### src/hw/rtl/iss_pkg.sv
`timescale 1ns / 1ps

package iss_pkg;

  localparam int STEP_W  = 3;
  localparam int DWELL_W = 16;
  localparam int REQ_W   = 2;
  localparam int ADDR_W  = 3;

  // request codes
  localparam logic [REQ_W-1:0] REQ_TICK  = 2'd0;
  localparam logic [REQ_W-1:0] REQ_START = 2'd1;
  localparam logic [REQ_W-1:0] REQ_STOP  = 2'd2;

  // register indexes
  localparam logic [ADDR_W-1:0] CFG_STEP_COUNT = 3'd0;
  localparam logic [ADDR_W-1:0] CFG_DWELL_BASE = 3'd1;

  typedef struct packed {
    logic [STEP_W-1:0]  step_idx;
    logic [DWELL_W-1:0] tick_cnt;
    logic               running;
    logic               done_res;
    logic               advanced;
  } iss_res_t;

endpackage

### src/hw/rtl/interlocked_step_sequencer_top.sv
`timescale 1ns / 1ps

// interlocked step sequencer: each transfer on the in_ channel is a tick, a
// start, a stop or an unused code, and gives exactly one result transfer on the out_ channel
// with the step, elapsed ticks, running, done and advanced flags after it.
// one item per clock is sustained while out_ready is high; the input transfer
// loads the input register, and a later edge does the state update and loads
// the result register, which raises out_valid; the result transfer follows
// once out_ready is high.
// the state update is a single compare/increment pass, so a new item follows
// every cycle while out_ready is high. configuration (cfg_we/cfg_addr/
// cfg_wdata) is index 0 step count, 1..6 the dwell of step 0..5 in ticks;
// write it only while no transfer is in flight. MAX_STEPS sets how many dwell
// registers exist, TIME_BITS the width of the saturating elapsed counter
// (out_elapsed_ticks carries its low 16 bits).
module interlocked_step_sequencer_top import iss_pkg::*; #(
  parameter int MAX_STEPS = 6,
  parameter int TIME_BITS = 16
) (
  input  logic               clk,
  input  logic               rst_n,
  // configuration
  input  logic               cfg_we,
  input  logic [ADDR_W-1:0]  cfg_addr,
  input  logic [DWELL_W-1:0] cfg_wdata,
  // input channel
  input  logic               in_valid,
  output logic               in_ready,
  input  logic [REQ_W-1:0]   in_req_type,
  input  logic               in_interlock_ok,
  // result channel
  output logic               out_valid,
  input  logic               out_ready,
  output logic [STEP_W-1:0]  out_current_step,
  output logic [DWELL_W-1:0] out_elapsed_ticks,
  output logic               out_running,
  output logic               out_done_res,
  output logic               out_advanced
);

  logic [STEP_W-1:0]                 n_steps;
  logic [MAX_STEPS-1:0][DWELL_W-1:0] dwell;

  // input register
  logic             stg_v_r;
  logic [REQ_W-1:0] stg_req_r;
  logic             stg_ilk_r;

  // result register
  logic     out_v_r;
  iss_res_t out_res_r;
  iss_res_t res;

  logic fire;

  // staged item moves on when the result register is empty or draining
  assign fire     = stg_v_r && (!out_v_r || out_ready);
  assign in_ready = !stg_v_r || fire;

  always_ff @(posedge clk) begin
    if (!rst_n) begin
      stg_v_r <= 1'b0;
    end else if (in_ready) begin
      stg_v_r <= in_valid;
    end
  end

  always_ff @(posedge clk) begin
    if (in_valid && in_ready) begin
      stg_req_r <= in_req_type;
      stg_ilk_r <= in_interlock_ok;
    end
  end

  iss_cfg_regs #(
    .MAX_STEPS (MAX_STEPS)
  ) u_cfg (
    .clk       (clk),
    .rst_n     (rst_n),
    .cfg_we    (cfg_we),
    .cfg_addr  (cfg_addr),
    .cfg_wdata (cfg_wdata),
    .n_steps   (n_steps),
    .dwell     (dwell)
  );

  // state registers update only when the item is committed to the result
  iss_step_core #(
    .MAX_STEPS (MAX_STEPS),
    .TIME_BITS (TIME_BITS)
  ) u_core (
    .clk      (clk),
    .rst_n    (rst_n),
    .en       (fire),
    .req_type (stg_req_r),
    .ilk_ok   (stg_ilk_r),
    .n_steps  (n_steps),
    .dwell    (dwell),
    .res      (res)
  );

  always_ff @(posedge clk) begin
    if (!rst_n) begin
      out_v_r <= 1'b0;
    end else if (fire) begin
      out_v_r <= 1'b1;
    end else if (out_ready) begin
      out_v_r <= 1'b0;
    end
  end

  always_ff @(posedge clk) begin
    if (fire) begin
      out_res_r <= res;
    end
  end

  assign out_valid         = out_v_r;
  assign out_current_step  = out_res_r.step_idx;
  assign out_elapsed_ticks = out_res_r.tick_cnt;
  assign out_running       = out_res_r.running;
  assign out_done_res      = out_res_r.done_res;
  assign out_advanced      = out_res_r.advanced;

  a_no_overwrite: assert property (@(posedge clk) disable iff (!rst_n)
    (out_v_r && !out_ready) |-> !fire)
    else $error("result overwritten before transfer");

  a_result_held: assert property (@(posedge clk) disable iff (!rst_n)
    (out_v_r && !out_ready) |=> (out_v_r && $stable(out_res_r)))
    else $error("stalled result changed");

  a_stage_held: assert property (@(posedge clk) disable iff (!rst_n)
    (stg_v_r && !fire) |=> (stg_v_r && $stable(stg_req_r) && $stable(stg_ilk_r)))
    else $error("staged item lost while stalled");

endmodule

### src/hw/rtl/iss_cfg_regs.sv
`timescale 1ns / 1ps

module iss_cfg_regs import iss_pkg::*; #(
  parameter int MAX_STEPS = 6
) (
  input  logic                            clk,
  input  logic                            rst_n,
  input  logic                            cfg_we,
  input  logic [ADDR_W-1:0]               cfg_addr,
  input  logic [DWELL_W-1:0]              cfg_wdata,
  output logic [STEP_W-1:0]               n_steps,
  output logic [MAX_STEPS-1:0][DWELL_W-1:0] dwell
);

  logic [STEP_W-1:0]                n_steps_r;
  logic [MAX_STEPS-1:0][DWELL_W-1:0] dwell_r;

  always_ff @(posedge clk) begin
    if (!rst_n) begin
      n_steps_r <= STEP_W'(1);
      dwell_r   <= '0;
    end else if (cfg_we) begin
      if (cfg_addr == CFG_STEP_COUNT) begin
        n_steps_r <= cfg_wdata[STEP_W-1:0];
      end
      for (int i = 0; i < MAX_STEPS; i++) begin
        if (cfg_addr == ADDR_W'(int'(CFG_DWELL_BASE) + i)) begin
          dwell_r[i] <= cfg_wdata;
        end
      end
    end
  end

  assign n_steps = n_steps_r;
  assign dwell   = dwell_r;

endmodule

### src/hw/rtl/iss_step_core.sv
`timescale 1ns / 1ps

module iss_step_core import iss_pkg::*; #(
  parameter int MAX_STEPS = 6,
  parameter int TIME_BITS = 16
) (
  input  logic                              clk,
  input  logic                              rst_n,
  input  logic                              en,
  input  logic [REQ_W-1:0]                  req_type,
  input  logic                              ilk_ok,
  input  logic [STEP_W-1:0]                 n_steps,
  input  logic [MAX_STEPS-1:0][DWELL_W-1:0] dwell,
  output iss_res_t                          res
);

  localparam int CMP_W = (TIME_BITS > DWELL_W) ? TIME_BITS : DWELL_W;

  logic [STEP_W-1:0]    step_r, step_nxt;
  logic [TIME_BITS-1:0] time_r, time_nxt;
  logic                 run_r, run_nxt;
  logic                 done_r, done_nxt;
  logic                 adv;

  logic [STEP_W-1:0]    n_active;
  logic [DWELL_W-1:0]   cur_dwell;
  logic [TIME_BITS-1:0] time_inc;
  logic [STEP_W-1:0]    step_inc;

  // step count clamped to the steps that exist
  assign n_active = (n_steps > STEP_W'(MAX_STEPS)) ? STEP_W'(MAX_STEPS) : n_steps;

  always_comb begin
    cur_dwell = '0;
    for (int i = 0; i < MAX_STEPS; i++) begin
      if (step_r == STEP_W'(i)) begin
        cur_dwell = dwell[i];
      end
    end
  end

  // saturating elapsed count
  assign time_inc = (time_r == '1) ? time_r : time_r + TIME_BITS'(1);
  assign step_inc = step_r + STEP_W'(1);

  always_comb begin
    step_nxt = step_r;
    time_nxt = time_r;
    run_nxt  = run_r;
    done_nxt = done_r;
    adv      = 1'b0;
    priority if (req_type == REQ_START) begin
      step_nxt = '0;
      time_nxt = '0;
      run_nxt  = 1'b1;
      done_nxt = 1'b0;
    end else if (req_type == REQ_STOP) begin
      step_nxt = '0;
      time_nxt = '0;
      run_nxt  = 1'b0;
      done_nxt = 1'b0;
    end else if (req_type == REQ_TICK && run_r && !done_r) begin
      if (step_r >= n_active) begin
        // count zero or lowered below the current step
        done_nxt = 1'b1;
        run_nxt  = 1'b0;
      end else begin
        time_nxt = time_inc;
        if (ilk_ok &&
            (cur_dwell == '0 || CMP_W'(time_inc) >= CMP_W'(cur_dwell))) begin
          step_nxt = step_inc;
          time_nxt = '0;
          adv      = 1'b1;
          if (step_inc >= n_active) begin
            done_nxt = 1'b1;
            run_nxt  = 1'b0;
          end
        end
      end
    end else begin
      // idle tick or unused code: state unchanged
      adv = 1'b0;
    end
  end

  always_ff @(posedge clk) begin
    if (!rst_n) begin
      step_r <= '0;
      time_r <= '0;
      run_r  <= 1'b0;
      done_r <= 1'b0;
    end else if (en) begin
      step_r <= step_nxt;
      time_r <= time_nxt;
      run_r  <= run_nxt;
      done_r <= done_nxt;
    end
  end

  assign res.step_idx = step_nxt;
  assign res.tick_cnt = DWELL_W'(time_nxt);
  assign res.running  = run_nxt;
  assign res.done_res = done_nxt;
  assign res.advanced = adv;

  a_run_done_excl: assert property (@(posedge clk) disable iff (!rst_n)
    !(run_r && done_r))
    else $error("running and done both set");

  a_run_step_range: assert property (@(posedge clk) disable iff (!rst_n)
    run_r |-> (step_r < STEP_W'(MAX_STEPS)))
    else $error("running with step beyond last");

  a_adv_clears_time: assert property (@(posedge clk) disable iff (!rst_n)
    (en && adv) |=> (time_r == '0 && step_r == $past(step_inc)))
    else $error("advance did not move step and clear time");

  a_stop_clears: assert property (@(posedge clk) disable iff (!rst_n)
    (en && req_type == REQ_STOP) |=>
      (step_r == '0 && time_r == '0 && !run_r && !done_r))
    else $error("stop left state behind");

endmodule

### config.mk
export PLATFORM = sky130hd
export DESIGN_NAME = interlocked_step_sequencer_top
export DESIGN_NICKNAME = d
export VERILOG_FILES = /design/src/hw/rtl/iss_pkg.sv /design/src/hw/rtl/interlocked_step_sequencer_top.sv /design/src/hw/rtl/iss_cfg_regs.sv /design/src/hw/rtl/iss_step_core.sv
export SDC_FILE = /design/constraint.sdc
export NUM_CORES = 1
export LEC_CHECK = 0
export BUFFER_PORTS_ARGS = -buffer_cell sky130_fd_sc_hd__buf_2
export CAP_MARGIN = 20
export CORE_UTILIZATION = 40
export CTS_CLUSTER_DIAMETER = 80
export CTS_CLUSTER_SIZE = 20
export DETAILED_ROUTE_END_ITERATION = 10
export HOLD_SLACK_MARGIN = 0.08
export PLACE_DENSITY_LB_ADDON = 0.3
export SYNTH_ARGS = -nofsm -noshare
export SYNTH_HDL_FRONTEND = slang
export SYNTH_SLANG_ARGS = --single-unit
export TNS_END_PERCENT = 5
### constraint.sdc
create_clock -name clk -period 7.4 [get_ports clk]
set_input_delay 0.37 -clock clk [delete_from_list [all_inputs] [get_ports clk]]
set_output_delay 0.37 -clock clk [all_outputs]
set_load 0.1 [all_outputs]
==> flow_summary.yaml, run 1 <==
status:
  status: "complete, no violations"
power:
  p_leak_nw: 3.01
  p_total_mw: 1.86
  p_per_area_nw_per_um2: 217
  ir_worst_vdd_mv: 0.158
clock_tree:
  cts_buffers: 17
  cts_resized: 0
  cts-root-buf: "clkbuf_16"
  path_clk_slew_ns: 0.06
  post_cts_buffers: 0
  postCtsHoldBufs: 0
  clk_latency_ns: 0.43
  clockBufferDepth: 2
  cts_tree: "done"
  h-tree-depth: 4
  cts_sinks: 147
worst_setup_path:
  path_max_fanout: 23
  cp.required_ns: 7.57
  max_stage_delay_ns: 0.74
  path_delay_family: "compound AO/OA/AOI/OAI gates"
  regToRegStartpoint: "u_core.step_r[0]"
  r2r_end: "out_done_res"
  cp_cell_sequence: "ha_1, and3b_1, a32o_1, a311oi_1, inv_1, ha_1, nand2b_1, a211oi_1, o21ai_0, a2111oi_0, o21ai_0, nor2_1, a2bb2oi_1, a21oi_1"
  critPathKind: "flop to flop"
  path_depth: 14
  cpMaxStageDelayCell: "ha_1"
  end_kind: "flop"
  rrSetupSlack_ns: 2.29
  cp-start-kind: "flop"
  arrival_ns: 5.28
  crit_buf_inv: 1
  r2r_cells: 14
final_layout:
  final_cells: 1159
  syn_to_final_growth_pct: 13.5
  final_common_cell: "nand2_1"
  fin_nets: 972
  fin_util_pct: 47.1
  layout_common_cells: "nand2_1, dfxtp_1, a21boi_0"
  diodes: 0
  drive_above_1_share_pct: 11.5
die:
  fp.dieW_um: 139
  die_y_um: 139
  start_util_pct: 41.5
  dieArea_um2: 19400
  num_rows: 49
  ios: 51
  core_area_um2: 18200
yosys:
  ys_top_cells_by_area: "dfxtp_1, nand2_1, a21boi_0"
  synth_top_area_share_pct: 32.3
  synth_nets: 948
  synth_top_flop_cell: "dfxtp_1"
  yosys.area.top_type: "dfxtp_1"
  synth_seq_cells: 147
  synth_cell_types: 52
  async_flop_share_pct: 0
  synth-edff-count: 25
  avgSynthCellArea_um2: 8.46
  yosysSeqAreaShare_pct: 42.3
  ys.warnings.count: 0
  syn_area_um2: 7550
  netlist_instances: 893
grt:
  grt_overflow_total: 0
  grt_pass1_wl_um: 33300
  first_global_vias: 6108
  grt_max_degree: 99
  antenna_found_initial: 0
  track_usage_pct: 21.7
route:
  wl_um: 20200
  routed_via_density: 5.67
  drt_iter0_drc: 507
  routed-via-count: 6566
  firstDrtPassIters: 5
  wl_per_cell_um: 17.5
  postRouteAntennaNets: 0
  drc: 0
sta:
  slew_headroom_pct: 43.8
  worst_pin_slew_ns: 0.843
  final_max_slew_viol_count: 0
  max_clock_freq_ghz: 0.196
  finalCritPeriodShare_pct: 69.1
  hold_viol: 0
  min_period_ns: 5.11
  worst_slack_ns: 2.29
  setup_viol: 0
  tns_ns: 0
  grt_setup_unrepaired: "no"
  skew_ns: 0.00816
min_path:
  hold_path_class: "input port to flop"
  hold-path-cell-count: 1
  hp-start: "in_req_type[1]"
  worstHoldEndpoint: "stg_req_r[1]"
job:
  cap_violations: 0
placement:
  dp_hpwl_um: 14000
  placed_cells: 1125
  place_congestion: 0.893
  io_buffers: 50
  dpl_worst_slack_ns: 2.37
synth_stat cells, drive strengths merged (2+ instances only):
cell	n
clkbuf	47
o211ai	8
buf	13
or3	2
nand2	234
nor3	3
a221oi	21
nor3b	2
dfxtp	122
nand3b	16
o22ai	4
nand2b	7
nor2	16
or2	7
and3	8
a21boi	102
a32o	16
and2	5
mux2i	4
nand3	28
xor2	4
nand4	10
edfxtp	25
a311oi	16
a32oi	11
xnor2	7
o21ai	7
nor2b	22
inv	31
and3b	4
ha	28
a21o	6
a21oi	42
and4	3
report_power, final:
| group | total (mW) | internal, mW | switching (mW) | leakage, nW |
|---|---|---|---|---|
| logic | 0.161 | 0.0421 | 0.119 | 1.52 |
| registers | 0.844 | 0.832 | 0.0117 | 1.22 |
| clock network | 0.850 | 0.503 | 0.347 | 0.279 |
| total | 1.86 | 1.38 | 0.478 | 3.01 |
state kept, by name (all words and copies together), names as in the netlist:
| signal | count |
|---|---|
| u_core.time_r | 16 |
| stg_ilk_r | 1 |
| u_core.run_r | 1 |
| out_done_res | 1 |
| out_current_step | 3 |
| out_valid | 1 |
| out_elapsed_ticks | 16 |
| u_core.done_r | 1 |
| out_advanced | 1 |
| out_running | 1 |
| u_cfg.dwell | 96 |
| u_cfg.n_steps | 3 |
| stg_req_r | 2 |
| stg_v_r | 1 |
| u_core.step_r | 3 |
cell type report:
cell class	instances	area, µm²
timing repair buffer	65	387
multi-input combinational	655	4010
inverter	31	116
tap	229	287
clock inverter	13	135
clock buffer	19	443
sequential	147	3190
fill	1754	9640
metal layers:
layer	track usage [%]	wire length [µm]	up-vias
li1	-	-	3223
met1	29.3	9470	3128
met2	34.7	9390	186
met3	4.58	1040	29
met4	6.73	332	0
met5	0	0	-
worst reg2reg max path: stages, from the launching register on:
cell	delay, ns
dfxtp_1	0.48
ha_1	0.74
and3b_1	0.46
a32o_1	0.29
a311oi_1	0.35
inv_1	0.08
ha_1	0.29
nand2b_1	0.14
a211oi_1	0.21
o21ai_0	0.11
a2111oi_0	0.44
o21ai_0	0.25
nor2_1	0.50
a2bb2oi_1	0.40
a21oi_1	0.11
kinds of logic (layout without fill, tap and decap cells):
group	after synthesis	in the layout	synth area share, %
multiplexers	4	4	0.530
XOR/XNOR	11	11	1.28
buffers and inverters	91	128	4.76
flip-flops	147	147	42.3
AND/OR/NAND/NOR	369	369	22.4
AO/OA/AOI/OAI	243	243	24.1
adder cells (fa/ha/maj)	28	28	4.64
stage by stage:
step	area (µm²)	hold WS [ns]
after floorplan	7550	0.435
after global placement	7940	0.452
after CTS	8530	0.0961
after global routing	8570	0.0966
after detailed placement	7960	0.459
final	8570	0.114
worst max path at each step:
stage	startpoint	end
floorplan	u_core.step_r[2]	out_elapsed_ticks[13]
global placement	u_core.step_r[2]	out_done_res
detailed placement	u_core.step_r[0]	out_done_res
CTS	u_core.step_r[0]	out_done_res
global route	u_core.step_r[0]	out_done_res
finish	u_core.step_r[0]	out_done_res
(Power assumes the default switching activity.)
==> run 2: changes to the inputs <==
Clock period 7.4 ns to 5.3 ns, I/O delays scaled along.
==> flow_summary.yaml, run 2 (synthesis gave the netlist of run 1 again) <==
status:
  status: "complete, no violations"
grt:
  grt_pass1_wl_um: 31800
  grt_max_degree: 102
  antenna_found_initial: 0
  grt_overflow_total: 0
  first_global_vias: 5807
  track_usage_pct: 20.6
power:
  internal-power_mw: 1.87
  ir_worst_vdd_mv: 0.230
  p_per_area_nw_per_um2: 292
  p_switching_uw: 633
  p_leak_nw: 3.03
  seqPwrFrac_pct: 47.0
  pwr-share-comb_pct: 9.1
  p_clk_share_pct: 43.9
  swShare_pct: 25.3
sta:
  finalCritPeriodShare_pct: 87.6
  hold_ws_ns: 0.140
  max_clock_freq_ghz: 0.215
  slew_headroom_pct: 40.6
  worst_pin_slew_ns: 0.891
  final_max_slew_viol_count: 0
  hold_viol: 0
  grt_setup_unrepaired: "no"
  tns_ns: 0
  min_period_ns: 4.64
  setup_viol: 0
  skew_ns: 0.00874
final_layout:
  fin_nets: 980
  drive_above_1_share_pct: 11.1
  largest_register_ffs: 96
  final_common_cell: "nand2_1"
  syn_to_final_growth_pct: 13.7
  layout_common_cells: "nand2_1, dfxtp_1, a21boi_0"
  fillCellCount: 1766
  diodes: 0
worst_setup_path:
  cp.required_ns: 5.56
  end_kind: "flop"
  path_max_fanout: 32
  arrival_ns: 4.91
  cp-start-kind: "flop"
  critPathKind: "flop to flop"
die:
  dieArea_um2: 19400
  ios: 51
  fp.dieW_um: 139
  die_y_um: 139
  start_util_pct: 41.5
  num_rows: 49
  core_area_um2: 18200
placement:
  dp_hpwl_um: 12800
  place_congestion: 0.843
  io_buffers: 50
route:
  routed_via_density: 5.54
  drt_iter0_drc: 520
  firstDrtPassIters: 6
  wl_um: 19300
  postRouteAntennaNets: 0
  wl_per_cell_um: 16.5
  routed-via-count: 6455
  drc: 0
clock_tree:
  clk_latency_ns: 0.43
  cts_tree: "done"
  cts-root-buf: "clkbuf_16"
  cts_sinks: 147
  cts_buffers: 17
  h-tree-depth: 4
  clockBufferDepth: 2
  path_clk_slew_ns: 0.06
job:
  cap_violations: 0
min_path:
  hold_path_class: "input port to flop"
run 2: changes by cell type in the layout (fill, tap and decap cells not counted):
cell | before | now
clkinvlp_4 | 3 | 1
clkinv_4 | 3 | 0
dlygate4sd3_1 | 0 | 4
buf_4 | 13 | 17
clkbuf_1 | 1 | 7
clkinv_2 | 4 | 2
clkbuf_8 | 1 | 2
clkbuf_16 | 17 | 18
bufinv_16 | 2 | 0
run 2: per-stage QoR:
step | util (%) | instance area [µm²] | total power, mW | setup WS [ns] | cells
after global placement | 43.8 | 7970 | 1.43 | 0.899 | 1128
after floorplan | - | 7550 | 1.36 | 1.12 | 893
after CTS | 47.0 | 8550 | 2.52 | 0.685 | 1164
after global routing | 47.2 | 8590 | 2.59 | 0.153 | 1166
after detailed placement | 43.8 | 7980 | 1.43 | 0.694 | 1129
final | 47.2 | 8590 | 2.50 | 0.659 | 1166
run 2: repair_timing:
action / CTS / global route
hold buffers: 4 / 0
buffers inserted: 0 / 0
gates resized for setup: 0 / 0
endpoints found under the hold margin: 4 / 0
setup endpoints to repair: 0 / 0
run 2: path summary, 6_finish.rpt:
kind | depth (start not counted) | endpoint | start | slack (ns)
setup / recovery | 15 | out_elapsed_ticks[6] | u_core.step_r[0] | 0.66
hold / removal | 3 | u_cfg.dwell[38] | cfg_wdata[6] | 0.14
hold reg to reg | 2 | u_cfg.dwell[35] | u_cfg.dwell[35] | 0.47
setup reg to reg | 15 | out_elapsed_ticks[6] | u_core.step_r[0] | 0.66
run 2: cell type report:
class / count / area (µm²) / share of cell area (%)
multi-input cells: 655 / 4010 / 46.7
flip-flops and latches: 147 / 3190 / 37.2
clock buffers: 27 / 504 / 5.87
repair buffers: 73 / 457 / 5.32
well taps: 229 / 287 / 3.34
inverters: 31 / 116 / 1.35
clock inverters: 4 / 23.8 / 0.277
run 2: power by group through the flow:
stage / sequential (mW) / clock [mW] / combinational, mW
2_1_floorplan: 1.26 / 0 / 0.0995
3_3_place_gp: 1.20 / 0 / 0.225
3_5_place_dp: 1.20 / 0 / 0.226
4_1_cts: 1.18 / 1.12 / 0.228
5_1_grt: 1.18 / 1.17 / 0.246
6_report: 1.18 / 1.10 / 0.229
run 2: critical path, stage by stage (launching register included):
cell and delay, ns:
dfxtp_1 0.45, ha_1 0.61, and3b_1 0.48, a32o_1 0.32, a311oi_1 0.34, inv_1 0.08, ha_1 0.29, nand2b_1 0.14
a211oi_1 0.22, o21ai_0 0.09, a2111oi_0 0.39, o21ai_0 0.25, o21ai_2 0.16, buf_4 0.33, nand3_1 0.12, a21oi_1 0.19
run 2: per-layer routing:
metal,up-vias,GRT usage [%],wire (µm),share of wire (%)
met1,3027,29.1,9270,48
met4,0,9.12,442,2.3
met2,163,30.9,8730,45
met3,36,3.44,815,4.2
li1,3229,-,-,-
met5,-,0,0,0
==> run 3: changes to the inputs <==
Settings changed: ABC_AREA set to 1.
==> flow_summary.yaml, run 3 <==
status:
  status: "complete, no violations"
die:
  die_y_um: 140
  dieArea_um2: 19700
  ios: 51
  fp.dieW_um: 140
  start_util_pct: 40.8
  core_area_um2: 18800
  num_rows: 50
sta:
  min_period_ns: 4.40
  hold_viol: 0
  finalCritPeriodShare_pct: 83.0
  max_clock_freq_ghz: 0.227
  setup_viol: 0
  tns_ns: 0
  grt_setup_unrepaired: "no"
  worst_slack_ns: 0.903
  final_max_slew_viol_count: 0
  skew_ns: 0.0160
  worst_pin_slew_ns: 1.08
  hold_ws_ns: 0.105
  slew_headroom_pct: 28.3
yosys:
  yosys.area.top_type: "dfxtp_1"
  synth_seq_cells: 147
  synth_cell_types: 37
  yosysSeqAreaShare_pct: 41.7
  async_flop_share_pct: 0
  synth_common_cells: "nor2_1, nand2_1, inv_1, o21ai_0, dfxtp_1"
  synth-edff-count: 25
  synth_top_area_share_pct: 31.9
  avgSynthCellArea_um2: 6.73
  synth_nets: 1194
  ys.warnings.count: 0
  netlist_instances: 1139
  syn_area_um2: 7670
  synth_top_flop_cell: "dfxtp_1"
  synth.most_common_cell: "nor2_1"
  ys_top_cells_by_area: "dfxtp_1, nor2_1, nand2_1"
power:
  pwr-share-comb_pct: 15.7
  internal-power_mw: 2.06
  swShare_pct: 29.4
  ir_worst_vdd_mv: 0.249
  p_leak_nw: 4.26
  p_per_area_nw_per_um2: 335
  p_clk_share_pct: 42.6
  seqPwrFrac_pct: 41.7
  p_switching_uw: 856
grt:
  grt_overflow_total: 0
  first_global_vias: 6596
  antenna_found_initial: 0
  track_usage_pct: 22.5
  grt_pass1_wl_um: 34300
  grt_max_degree: 121
clock_tree:
  cts_sinks: 147
  post_cts_buffers: 0
  cts-root-buf: "clkbuf_16"
  clockBufferDepth: 2
  h-tree-depth: 4
  cts_tree: "done"
  clk_latency_ns: 0.44
  path_clk_slew_ns: 0.06
  cts_buffers: 17
worst_setup_path:
  arrival_ns: 4.59
  crit_path_frequent_cell: "nand2_1"
  regToRegStartpoint: "u_core.step_r[1]"
  max_stage_delay_ns: 0.70
  cp-start-kind: "flop"
  r2r_end: "out_current_step[1]"
  rrSetupSlack_ns: 0.90
  critPathKind: "flop to flop"
  cp.required_ns: 5.49
  end_kind: "flop"
  path_max_fanout: 18
  r2r_cells: 25
  cpMaxStageDelayCell: "ha_1"
route:
  wl_um: 21100
  routed-via-count: 7219
  postRouteAntennaNets: 0
  drt_iter0_drc: 572
  wl_per_cell_um: 14.9
  routed_via_density: 5.09
  firstDrtPassIters: 5
  drc: 0
final_layout:
  multi_input_area_um2: 3680
  layout_common_cells: "nor2_1, nand2_1, inv_1"
  fillCellCount: 1951
  syn_to_final_growth_pct: 13.5
  largest_register_ffs: 96
  diodes: 0
  final-seq-area_um2: 3190
  drive_above_1_share_pct: 8.79
  finalInstanceArea_um2: 8700
  fin_nets: 1226
  final_common_cell: "nor2_1"
placement:
  dpl_worst_slack_ns: 1.09
  place_congestion: 0.925
  io_buffers: 50
  postPlaceCellArea_um2: 8070
  dp_hpwl_um: 13600
min_path:
  hold-path-cell-count: 3
  hold_path_class: "input port to flop"
  worstHoldEndpoint: "stg_v_r"
  hp-start: "in_valid"
job:
  cap_violations: 0
## run 3: changes by cell type after synthesis, sizes merged, moves of 11 or more
cell / previous run / this run
clkbuf: 47 / 35
nor2: 16 / 245
inv: 31 / 150
a32oi: 11 / 0
a221oi: 21 / 0
nand3: 28 / 46
o21ai: 7 / 155
a21boi: 102 / 1
a311oi: 16 / 0
a32o: 16 / 0
nor2b: 22 / 0
nand3b: 16 / 0
## run 3: power groups by stage
stage | registers [mW] | logic (mW) | clock network, mW
after CTS | 1.22 | 0.456 | 1.25
after floorplan | 1.30 | 0.273 | 0
after global routing | 1.22 | 0.516 | 1.30
after global placement | 1.24 | 0.447 | 0
final | 1.22 | 0.458 | 1.24
after detailed placement | 1.24 | 0.451 | 0
## run 3: cells by family (layout without fill, tap and decap cells)
| kind of cell | Yosys count | after routing | synth area share [%] |
|---|---|---|---|
| and+or+nand+nor | 541 | 541 | 28.4 |
| DFF | 147 | 147 | 41.7 |
| adders and majority gates | 28 | 28 | 4.57 |
| xor gates and xnor gates | 8 | 8 | 0.914 |
| AOI/OAI and AO/OA | 212 | 212 | 14.1 |
| buffers and inverters | 203 | 247 | 10.4 |
## run 3: timing repair
| item | in CTS | in global routing |
|---|---|---|
| gates resized for setup | 0 | 0 |
| hold buffers | 3 | 0 |
| endpoints found under the hold margin | 3 | 0 |
## run 3: critical path: cells and delay by family (launching register included)
family | cells | cell delay (ns)
flops | 1 | 0.36
compound gates | 1 | 0.09
buf+inv | 5 | 0.62
fa+ha+maj | 2 | 0.99
simple gates | 17 | 2.07
## run 3: worst max-delay path by stage
| stage | from | to | slack (ns) |
|---|---|---|---|
| floorplan | u_core.time_r[3] | out_elapsed_ticks[13] | 2.09 |
| global placement | u_core.step_r[0] | out_elapsed_ticks[1] | 1.22 |
| detailed placement | u_core.step_r[1] | out_current_step[1] | 1.09 |
| CTS | u_core.step_r[1] | out_current_step[1] | 1.04 |
| global route | u_core.step_r[1] | out_current_step[2] | 0.55 |
| finish | u_core.step_r[1] | out_current_step[1] | 0.90 |
## run 3: per-stage QoR
stage               power (mW)  utilization [%]  std cells
finish                    2.92             46.3       1417
global route              3.04             46.3       1417
CTS                       2.92             46.3       1417
detailed placement        1.69             43.0       1383
global placement          1.69             43.0       1383
floorplan                 1.57                -       1139
## run 3: cell type report
class | instances | share of cell area, %
multi-input combinational | 789 | 42.3
sequential | 147 | 36.7
inverter | 151 | 6.52
clock buffer | 21 | 5.54
timing repair buffer | 65 | 4.26
tap | 234 | 3.37
clock inverter | 10 | 1.35
## run 3: layer usage
| metal | wire length (µm) | track usage (%) | part of all wire, % | up-vias |
|---|---|---|---|---|
| li1 | - | - | - | 3665 |
| met1 | 9810 | 30.2 | 47 | 3302 |
| met2 | 9470 | 35.4 | 45 | 223 |
| met3 | 1360 | 5.33 | 6.5 | 29 |
| met4 | 422 | 7.81 | 2.0 | 0 |
| met5 | 0 | 0 | 0 | - |
